[src/hdl/assert_macros.svh]
// Assertion macros used by the queue core RTL
`ifndef ASSERT_MACROS_SVH
`define ASSERT_MACROS_SVH

// Check a property on clk_i, disabled while rst_ni is low
`define CRQ_ASSERT(lbl, prop, msg) \
  lbl: assert property (@(posedge clk_i) disable iff (!rst_ni) (prop)) else $error(msg);

// Check that an antecedent implies a consequent in the same cycle
`define CRQ_ASSERT_IMP(lbl, ante, cons, msg) \
  `CRQ_ASSERT(lbl, (ante) |-> (cons), msg)

`endif

[src/hdl/crq_pkg.sv]
// Types, constants and ring index helpers for the coalescing request queue
package crq_pkg;

  localparam int QUEUE_DEPTH = 16;
  localparam int IDX_W = (QUEUE_DEPTH > 1) ? $clog2(QUEUE_DEPTH) : 1;
  localparam int CNT_W = IDX_W + 5;

  typedef logic [IDX_W-1:0] idx_t;

  typedef enum logic {
    OP_ENQUEUE = 1'b0,
    OP_DEQUEUE = 1'b1
  } op_e;

  typedef enum logic [2:0] {
    ST_APPENDED = 3'd0,
    ST_MERGED   = 3'd1,
    ST_DROPPED  = 3'd2,
    ST_DEQUEUED = 3'd3,
    ST_EMPTY    = 3'd4
  } status_e;

  typedef enum logic [1:0] {
    CRQ_IDLE,
    CRQ_SCAN,
    CRQ_DEQ,
    CRQ_RESULT
  } state_e;

  typedef struct packed {
    logic        operation;
    logic [15:0] request_id;
    logic [7:0]  request_volume;
  } in_t;

  typedef struct packed {
    logic [2:0]  status;
    logic [15:0] out_id;
    logic [7:0]  out_volume;
    logic [3:0]  pending_count;
  } out_t;

  typedef struct packed {
    logic [15:0] id;
    logic [7:0]  volume;
  } slot_t;

  function automatic idx_t ring_next(idx_t i);
    return (i == idx_t'(QUEUE_DEPTH - 1)) ? '0 : i + idx_t'(1);
  endfunction

  function automatic logic [3:0] ring_count(idx_t head, idx_t tail);
    logic [CNT_W-1:0] diff;
    diff = CNT_W'(tail) - CNT_W'(head);
    if (tail < head) begin
      diff = diff + CNT_W'(QUEUE_DEPTH);
    end
    return diff[3:0];
  endfunction

endpackage

[src/hdl/crq_ram.sv]
// Single-port-write, single-port-read RAM with registered read data
module crq_ram #(
  parameter int DEPTH = 16,
  parameter int WIDTH = 24,
  localparam int ADDR_W = (DEPTH > 1) ? $clog2(DEPTH) : 1
) (
  input  logic              clk_i,
  input  logic              we_i,
  input  logic [ADDR_W-1:0] waddr_i,
  input  logic [WIDTH-1:0]  wdata_i,
  input  logic [ADDR_W-1:0] raddr_i,
  output logic [WIDTH-1:0]  rdata_o
);

  logic [WIDTH-1:0] mem [DEPTH];
  logic [WIDTH-1:0] rdata_q;

  always_ff @(posedge clk_i) begin
    if (we_i) begin
      mem[waddr_i] <= wdata_i;
    end
  end

  always_ff @(posedge clk_i) begin
    rdata_q <= mem[raddr_i];
  end

  assign rdata_o = rdata_q;

endmodule

[src/hdl/coalescing_ring_request_queue_core.sv]
// Coalescing ring request queue: top level with scan sequencer and output register
// Sequencing: a dequeue passes DEQ then RESULT; an empty dequeue, or an enqueue when full or
// empty, goes straight to RESULT; other enqueues run the one-entry-per-cycle match scan through the slot RAM.
// Throughput: one transaction in flight; the next is accepted once the result registers.
// Reset (async, active low) clears head, tail, sequencer and output valid;
// slot contents are undefined until appended, and no clearing pass runs.
`include "assert_macros.svh"

module coalescing_ring_request_queue_core (
  input  logic           clk_i,
  input  logic           rst_ni,
  input  logic           in_valid_i,
  output logic           in_stall_o,
  input  crq_pkg::in_t   in_data_i,
  output logic           out_valid_o,
  input  logic           out_stall_i,
  output crq_pkg::out_t  out_data_o
);

  crq_pkg::state_e  state_q, state_d;
  crq_pkg::idx_t    head_q, head_d;
  crq_pkg::idx_t    tail_q, tail_d;
  crq_pkg::idx_t    scan_q, scan_d;
  crq_pkg::in_t     req_q, req_d;
  crq_pkg::status_e status_q, status_d;
  crq_pkg::slot_t   res_q, res_d;
  logic             out_valid_q, out_valid_d;
  crq_pkg::out_t    out_q, out_d;

  logic           in_fire;
  logic           empty;
  logic           full;
  logic           hit;
  logic           scan_last;
  logic           out_free;
  crq_pkg::idx_t  scan_next;
  crq_pkg::idx_t  raddr;
  crq_pkg::idx_t  waddr;
  logic           we;
  crq_pkg::slot_t wdata;
  crq_pkg::slot_t rdata;

  crq_ram #(
    .DEPTH(crq_pkg::QUEUE_DEPTH),
    .WIDTH($bits(crq_pkg::slot_t))
  ) u_slot_ram (
    .clk_i  (clk_i),
    .we_i   (we),
    .waddr_i(waddr),
    .wdata_i(wdata),
    .raddr_i(raddr),
    .rdata_o(rdata)
  );

  assign in_stall_o = (state_q != crq_pkg::CRQ_IDLE);
  assign in_fire    = in_valid_i && !in_stall_o;
  assign empty      = (head_q == tail_q);
  assign full       = (crq_pkg::ring_next(tail_q) == head_q);
  assign scan_next  = crq_pkg::ring_next(scan_q);
  assign scan_last  = (scan_next == tail_q);
  assign hit        = (rdata.id == req_q.request_id);
  assign out_free   = !out_valid_q || !out_stall_i;
  assign raddr      = (state_q == crq_pkg::CRQ_SCAN) ? scan_next : head_q;

  always_comb begin
    state_d = state_q;
    unique case (state_q)
      crq_pkg::CRQ_IDLE: begin
        if (in_fire) begin
          if (in_data_i.operation == crq_pkg::OP_DEQUEUE) begin
            state_d = empty ? crq_pkg::CRQ_RESULT : crq_pkg::CRQ_DEQ;
          end else if (full || empty) begin
            state_d = crq_pkg::CRQ_RESULT;
          end else begin
            state_d = crq_pkg::CRQ_SCAN;
          end
        end
      end
      crq_pkg::CRQ_SCAN: begin
        if (hit || scan_last) begin
          state_d = crq_pkg::CRQ_RESULT;
        end
      end
      crq_pkg::CRQ_DEQ: begin
        state_d = crq_pkg::CRQ_RESULT;
      end
      crq_pkg::CRQ_RESULT: begin
        if (out_free) begin
          state_d = crq_pkg::CRQ_IDLE;
        end
      end
      default: state_d = crq_pkg::CRQ_IDLE;
    endcase
  end

  always_comb begin
    head_d      = head_q;
    tail_d      = tail_q;
    scan_d      = scan_q;
    req_d       = req_q;
    status_d    = status_q;
    res_d       = res_q;
    out_valid_d = out_valid_q;
    out_d       = out_q;
    we          = 1'b0;
    waddr       = tail_q;
    wdata       = '{id: req_q.request_id, volume: req_q.request_volume};

    if (out_valid_q && !out_stall_i) begin
      out_valid_d = 1'b0;
    end

    unique case (state_q)
      crq_pkg::CRQ_IDLE: begin
        if (in_fire) begin
          req_d = in_data_i;
          res_d = '0;
          scan_d = head_q;
          if (in_data_i.operation == crq_pkg::OP_DEQUEUE) begin
            status_d = crq_pkg::ST_EMPTY;
          end else if (full) begin
            status_d = crq_pkg::ST_DROPPED;
          end else if (empty) begin
            we       = 1'b1;
            wdata    = '{id: in_data_i.request_id, volume: in_data_i.request_volume};
            tail_d   = crq_pkg::ring_next(tail_q);
            status_d = crq_pkg::ST_APPENDED;
          end
        end
      end
      crq_pkg::CRQ_SCAN: begin
        if (hit) begin
          status_d = crq_pkg::ST_MERGED;
          if (req_q.request_volume > rdata.volume) begin
            we    = 1'b1;
            waddr = scan_q;
          end
        end else if (scan_last) begin
          we       = 1'b1;
          tail_d   = crq_pkg::ring_next(tail_q);
          status_d = crq_pkg::ST_APPENDED;
        end else begin
          scan_d = scan_next;
        end
      end
      crq_pkg::CRQ_DEQ: begin
        res_d    = rdata;
        head_d   = crq_pkg::ring_next(head_q);
        status_d = crq_pkg::ST_DEQUEUED;
      end
      crq_pkg::CRQ_RESULT: begin
        if (out_free) begin
          out_valid_d         = 1'b1;
          out_d.status        = status_q;
          out_d.out_id        = res_q.id;
          out_d.out_volume    = res_q.volume;
          out_d.pending_count = crq_pkg::ring_count(head_q, tail_q);
        end
      end
      default: ;
    endcase
  end

  always_ff @(posedge clk_i or negedge rst_ni) begin
    if (!rst_ni) begin
      state_q     <= crq_pkg::CRQ_IDLE;
      head_q      <= '0;
      tail_q      <= '0;
      out_valid_q <= 1'b0;
    end else begin
      state_q     <= state_d;
      head_q      <= head_d;
      tail_q      <= tail_d;
      out_valid_q <= out_valid_d;
    end
  end

  always_ff @(posedge clk_i) begin
    scan_q   <= scan_d;
    req_q    <= req_d;
    status_q <= status_d;
    res_q    <= res_d;
    out_q    <= out_d;
  end

  assign out_valid_o = out_valid_q;
  assign out_data_o  = out_q;

  `CRQ_ASSERT(a_head_in_range, head_q <= crq_pkg::idx_t'(crq_pkg::QUEUE_DEPTH - 1), "head out of range")
  `CRQ_ASSERT(a_tail_in_range, tail_q <= crq_pkg::idx_t'(crq_pkg::QUEUE_DEPTH - 1), "tail out of range")
  `CRQ_ASSERT_IMP(a_scan_nonempty, state_q == crq_pkg::CRQ_SCAN, head_q != tail_q, "scan on empty queue")
  `CRQ_ASSERT(a_result_source, $rose(out_valid_o) |-> $past(state_q == crq_pkg::CRQ_RESULT), "result without sequencer")

endmodule

[config.mk]
export PLATFORM = sky130hd
export DESIGN_NAME = coalescing_ring_request_queue_core
export DESIGN_NICKNAME = d
export VERILOG_FILES = /design/src/hdl/crq_pkg.sv /design/src/hdl/crq_ram.sv /design/src/hdl/coalescing_ring_request_queue_core.sv
export VERILOG_INCLUDE_DIRS = /design/src /design/src/hdl
export SDC_FILE = /design/constraint.sdc
export NUM_CORES = 1
export LEC_CHECK = 0
export BUFFER_PORTS_ARGS = -buffer_cell sky130_fd_sc_hd__buf_4
export CAP_MARGIN = 20
export CORE_ASPECT_RATIO = 2
export CORE_MARGIN = 3
export CORE_UTILIZATION = 56
export CTS_CLUSTER_SIZE = 40
export DETAILED_ROUTE_END_ITERATION = 7
export GPL_TIMING_DRIVEN = 0
export PLACE_DENSITY = 0.78
export SETUP_SLACK_MARGIN = 0.02
export SYNTH_ARGS = -nofsm -noshare
export SYNTH_HDL_FRONTEND = slang
export SYNTH_SLANG_ARGS = --single-unit
[constraint.sdc]
create_clock -name clk_i -period 3.8 [get_ports clk_i]
set_input_delay 0 -clock clk_i [delete_from_list [all_inputs] [get_ports clk_i]]
set_output_delay 0 -clock clk_i [all_outputs]
set_load 0.02 [all_outputs]
# After elaboration in Yosys (flattened, before gate mapping)
# Memories as Yosys holds them, arrays and structs flattened. A register that Yosys moved wholly into a read port is not among the register bits.
# Cells that the tools add are included.
totals:
  input_bits: 29
  regBits: 97
  mem_bits_rw: 384
  n_memories: 1
classes:
  n_reduce_logical: 20
  addsub: 5
  mux: 53
  eq_ne: 21
  magnitude_cmp: 2
memory_table:
  columns: ["name", "depth", "width", "rd", "rd_ports_with_merged_regs", "write_ports", "line", "source"]
  rows:
  - ["u_slot_ram.mem", 16, 24, 1, 1, 1, "crq_ram.sv:15", "logic [WIDTH-1:0] mem [DEPTH];"]
op_table:
  columns: ["operator", "count"]
  rows:
  - ["$mux 24", 6]
  - ["$mux 4", 17]
  - ["$pmux 24 s2", 1]
  - ["$mux 3", 6]
  - ["$add 4x1->4 const B", 4]
  - ["$eq 16x16->1", 1]
  - ["$ne 2x2->1 const B", 8]
  - ["$pmux 4 s2", 2]
  - ["$mux 1", 13]
  - ["$eq 4x4->1", 3]
  - ["$eq 4x4->1 const B", 3]
  - ["$mux 2", 5]
  - ["$pmux 3 s3", 1]
  - ["$gt 8x8->1", 1]
  - ["$pmux 2 s4", 1]
  - ["$reduce_and 4->1", 2]
  - ["$reduce_and 7->1", 1]
  - ["$reduce_and 2->1", 3]
  - ["$reduce_bool 2->1", 3]
  - ["$eq 2x2->1 const B", 2]
  - ["$lt 4x4->1", 1]
  - ["$ne 4x4->1 const B", 1]
  - ["$sub 4x4->4", 1]
  - ["$logic_not 1->1", 3]
  - ["9 further kinds", 12]

# Longest topological paths before layout
depth:
  ltp_word: 9
  ltp_mapped: 12
  ltp_nobuf: 9

# By module
# From an unflattened synthesis, not the netlist that was laid out.
unflattened:
  hier_cells: 960
  hier_area_um2: 19552.5
modules_own_cells:
  columns: ["module", "area_per_inst_um2", "cells_per_inst", "instances"]
  rows:
  - ["crq_ram", 14930.6, 636, 1]
  - ["coalescing_ring_request_queue_core", 4621.9, 324, 1]

# Least setup slack after synthesis
# No wires, ideal clock.
synth_timing:
  kind: "register -> register"
  start: "register scan_q[0]"
  end: "memory u_slot_ram.mem[3][0] (enable)"
  t_arrival_ps: 3676
  setup_ps: 435
  setup_slack_ps: -312
  stages_incl_launch_ff: 8
  path_cell_list: "edfxtp_1 > ha_1 > xnor2_1 > xnor2_1 > o2111ai_2 > o311a_4 > buf_6 > nor3_1"
synth_via:
  elab_chain_cells: 8
  elab_cells_between_ends: 12
  cone_classes: "1 x add/sub; 2 x eq/ne; 9 x mux"
synth_lines:
  columns: ["item", "line", "source"]
  rows:
  - ["from (decl)", "coalescing_ring_request_queue_core.sv:23", "crq_pkg::idx_t scan_q, scan_d;"]
  - ["from (signal assigned)", "coalescing_ring_request_queue_core.sv:179", "scan_q <= scan_d;"]
  - ["$add 4x1->4 or $eq 4x4->1 (tied branches)", "crq_pkg.sv:49", "return (i == idx_t'(QUEUE_DEPTH - 1)) ? '0 : i + idx_t'(1);"]
  - ["$mux 4", "crq_pkg.sv:49", null]
  - ["$eq 4x4->1", "coalescing_ring_request_queue_core.sv:60", "assign scan_last = (scan_next == tail_q);"]
  - ["$mux 1", "coalescing_ring_request_queue_core.sv:138", "end else if (scan_last) begin"]
  - ["$mux 1", "coalescing_ring_request_queue_core.sv:132", "if (hit) begin"]
  - ["$pmux 1 s2", "coalescing_ring_request_queue_core.sv:113", "unique case (state_q)"]
  - ["$mux 1", "crq_ram.sv:19", "if (we_i) begin"]
  - ["$mux 1 (implied by the code)", "crq_ram.sv:20", "mem[waddr_i] <= wdata_i;"]
  - ["to (decl)", "crq_ram.sv:15", null]
# Parallel ways exist; a longest one is shown, timed or not.

# Final worst setup path
layout_timing:
  start: "register req_q[21] (netlist name)"
  end: "memory u_slot_ram.mem[14][5] (enable)"
layout_via:
  elab_chain_cells: 5
  elab_cells_between_ends: 7
  cone_classes: "1 x eq/ne; 6 x mux"
layout_lines:
  columns: ["item", "line", "source"]
  rows:
  - ["from (decl)", "coalescing_ring_request_queue_core.sv:24", "crq_pkg::in_t req_q, req_d;"]
  - ["from (signal assigned)", "coalescing_ring_request_queue_core.sv:180", "req_q <= req_d;"]
  - ["$eq 16x16->1 *", "coalescing_ring_request_queue_core.sv:61", "assign hit = (rdata.id == req_q.request_id);"]
  - ["$mux 1", "coalescing_ring_request_queue_core.sv:132", null]
  - ["$pmux 1 s2", "coalescing_ring_request_queue_core.sv:113", null]
  - ["$mux 1", "crq_ram.sv:19", null]
  - ["$mux 1 (implied by the code)", "crq_ram.sv:20", null]
# Mark *: on every way between the ends. The rest lies on a longest branch, timed or not.

==> results.yml <==
run_status:
  status: "complete, but fails checks"
  violations: "negative setup slack"
synth:
  synth_seq_cells: 505
  yosysMostFrequentCell: "edfxtp_1"
  netlist_instances: 1182
  synth.top_cell.area_share: 0.706
  synth_fp_nets: 1230
  yosys.area.top_type: "edfxtp_1"
  synth-edff-count: 470
  ys.warnings.count: 0
  yosys-top-cells-area: "edfxtp_1 (71%), mux4_2 (5.4%), mux2i_1 (2.8%)"
  yosys-top-cells-count: "edfxtp_1 (470), nand2_1 (110), nor2_1 (91)"
  synthArstFlopShare: 0.0218
  synth_area_mm2: 0.0200
  synth_area_per_cell_um2: 16.9
  ys_types: 65
  ys_seq_area_frac: 0.743
  synthFlopType: "edfxtp_1"
power:
  fin_total_pwr_w: 0.0189
  p_per_area_mw_per_mm2: 808
  irDropWorstVdd_v: 0.000740
  cellLeakagePower_nw: 8.19
grt:
  antenna_found_initial: 0
  grtUsageTotal: 0.251
  grt-ovfl-total: 0
  grt_pass1_wl_mm: 71.5
  grt_pass1_vias: 11800
  grt_start_max_net_pins: 25
worst_setup_path:
  r2r_setup_slack_ps: -20
  critical_path_class: "flop to flop"
  arrival_ps: 4130
  critPathMaxStageDelay_ps: 930
  r2r_end: "u_slot_ram.mem[14][5]"
  crit_slowest_cell: "mux2i_1"
  crit_fanout: 11
  crit_top_cell: "buf_6"
  endpoint_kind: "flop"
  crit_required_ps: 4110
  reg2reg_from: "req_q[21]"
  worstPathCellList: "xnor2_4 > nand4_1 > nor4_4 > nand4_4 > mux2i_1 > nor3_2 > buf_6 > buf_6"
  reg2regPathDepth: 8
  start_kind: "flop"
timing:
  fin_ws_ps: -22.0
  slew_headroom: 0.194
  setup_viol: 27
  finalHoldViolations: 0
  period_share: 1.01
  tns_ps: -396
  fin_skew_ps: 15.5
  rsz0062_at_grt: "yes"
  tightestPinTransition_ps: 1210
  slew_viol_final: 0
  fmax_mhz: 262
  period_minus_slack_ps: 3820
  fin_hold_ws_ps: 182
die:
  die_h_um: 273
  coreArea_mm2: 0.0352
  die_w_um: 140
  die-area_mm2: 0.0382
  ios: 62
  start_util: 0.568
  rows: 97
routing:
  vias_per_cell: 6.11
  drc_errors: 0
  wl_per_cell_um: 26.1
  totalWireLength_mm: 48.1
  ant_nets: 0
  vias: 11300
  drtPass1Iterations: 5
  first_iter_violations: 980
clock_tree:
  htreeDepth: 2
  clock_path_buffers: 3
  cts_buffers: 41
  cts.clk_slew.worst_paths_ps: 70
  cts_tree: "built"
  clock_tree.root_cell: "clkbuf_16"
  worstSkewPairLatency_ps: 560
  cts.sinks: 505
placement:
  gp_congestion: 0.886
  dp.cells: 1722
  portBuffers: 61
  hpwl_mm: 33.5
layout:
  drive_gt1_frac: 0.218
  final_net_count: 1415
  n_fill_cell: 2184
  multi_input_area_mm2: 0.00498
  stdcell_count: 1844
  antenna_cells: 0
  seq_area_mm2: 0.0149
  syn_to_final_growth_pct: 17.1
worst_hold_path:
  hold_end: "req_q[12]"
  hold_start: "in_data_i[12]"
  hp-class: "input port to flop"
  worstHoldPathCells: 2
job:
  cap_violations: 0
state kept, by name, indices dropped and copies added (netlist names):
name                count
u_slot_ram.rdata_o     24
scan_q                  4
res_q                  24
status_q                3
u_slot_ram.mem        384
tail_q                  4
out_data_o             31
out_valid_o             1
req_q                  24
state_q                 2
head_q                  4
per-layer routing:
layer  share of wire  global-route usage  routed length [um]
met4           0.070               0.151                3350
met3           0.053              0.0311                2530
met2            0.55               0.469               26400
met5               0                   0                   0
met1            0.33               0.267               15800
cell type report:
class / count / share of cell area
buffer: 57 / 0.0121
clock buffer: 56 / 0.0489
clock inverter: 19 / 0.00598
inverter: 28 / 0.00449
multi-input combinational: 592 / 0.212
sequential: 505 / 0.635
tap: 445 / 0.0238
timing repair buffer: 142 / 0.0574
per-stage QoR:
step / worst slack (ps) / cell area (um2) / utilization
floorplan: -312 / 20000 / -
global placement: -2570 / 21000 / 0.597
detailed placement: -393 / 21500 / 0.612
CTS: 44.1 / 23200 / 0.660
global route: -44.1 / 23400 / 0.665
finish: -22.0 / 23400 / 0.665
cells in the final DEF, fill, tap and decap left out, types with 5 or more instances in the layout:
master / n
ha_1: 18
nor2_1: 91
buf_6: 30
clkbuf_1: 34
a32oi_1: 24
mux2i_1: 53
nor3_4: 15
mux2_1: 14
o21ai_0: 8
nand4_1: 5
clkbuf_16: 43
xnor2_1: 26
dfxtp_1: 24
edfxtp_1: 470
nand3_1: 30
o21ai_1: 21
clkinv_1: 7
a21oi_1: 7
nor2b_1: 10
o2111ai_1: 24
buf_4: 81
and2_1: 17
clkinv_2: 9
buf_2: 26
inv_1: 26
dlygate4sd3_1: 29
nand2_1: 110
mux4_2: 48
dfrtp_1: 11
mux2_2: 12
worst max-delay path by stage:
stage | startpoint | slack, ps | end | depth (start not counted)
after floorplan | scan_q[0] | -310 | u_slot_ram.mem[3][0] | 7
after global placement | req_q[21] | -2570 | u_slot_ram.mem[6][5] | 7
after detailed placement | req_q[21] | -390 | u_slot_ram.mem[2][7] | 9
after CTS | req_q[21] | 40 | u_slot_ram.mem[3][8] | 9
after global routing | req_q[21] | -40 | u_slot_ram.mem[1][3] | 8
final | req_q[21] | -20 | u_slot_ram.mem[14][5] | 8
critical path, delay by kind of cell (launching register included):
kind	cells	cell delay, ps
xor gates and xnor gates	1	330
buffers and inverters	2	410
DFF	1	490
muxes	1	930
and+or+nand+nor	4	1400
timing repair:
action                                  in CTS  in global routing
hold buffers                                29                  0
endpoints found under the setup margin     278                119
endpoints found under the hold margin       52                  0
buffers inserted                             2                 15
gates resized for setup                     17                  4
pin swaps                                    3                  8
report_power, final:
group | internal [W] | switching, W | total [W]
Clock | 0.00225 | 0.00187 | 0.00413
Combinational | 0.00265 | 0.00483 | 0.00748
Sequential | 0.00703 | 0.000296 | 0.00733
Total | 0.0119 | 0.00699 | 0.0189
kinds of logic (layout without fill, tap and decap cells):
family                     Yosys count  count (layout)  synth area share
AOI/OAI and AO/OA                  116             116            0.0464
adders and majority gates           19              19            0.0123
DFF                                505             505             0.743
and+or+nand+nor                    295             295            0.0669
buffers and inverters               85             302            0.0194
muxes                              132             132            0.0982
xor gates and xnor gates            30              30            0.0135
Power figures use the tool's default switching activity.
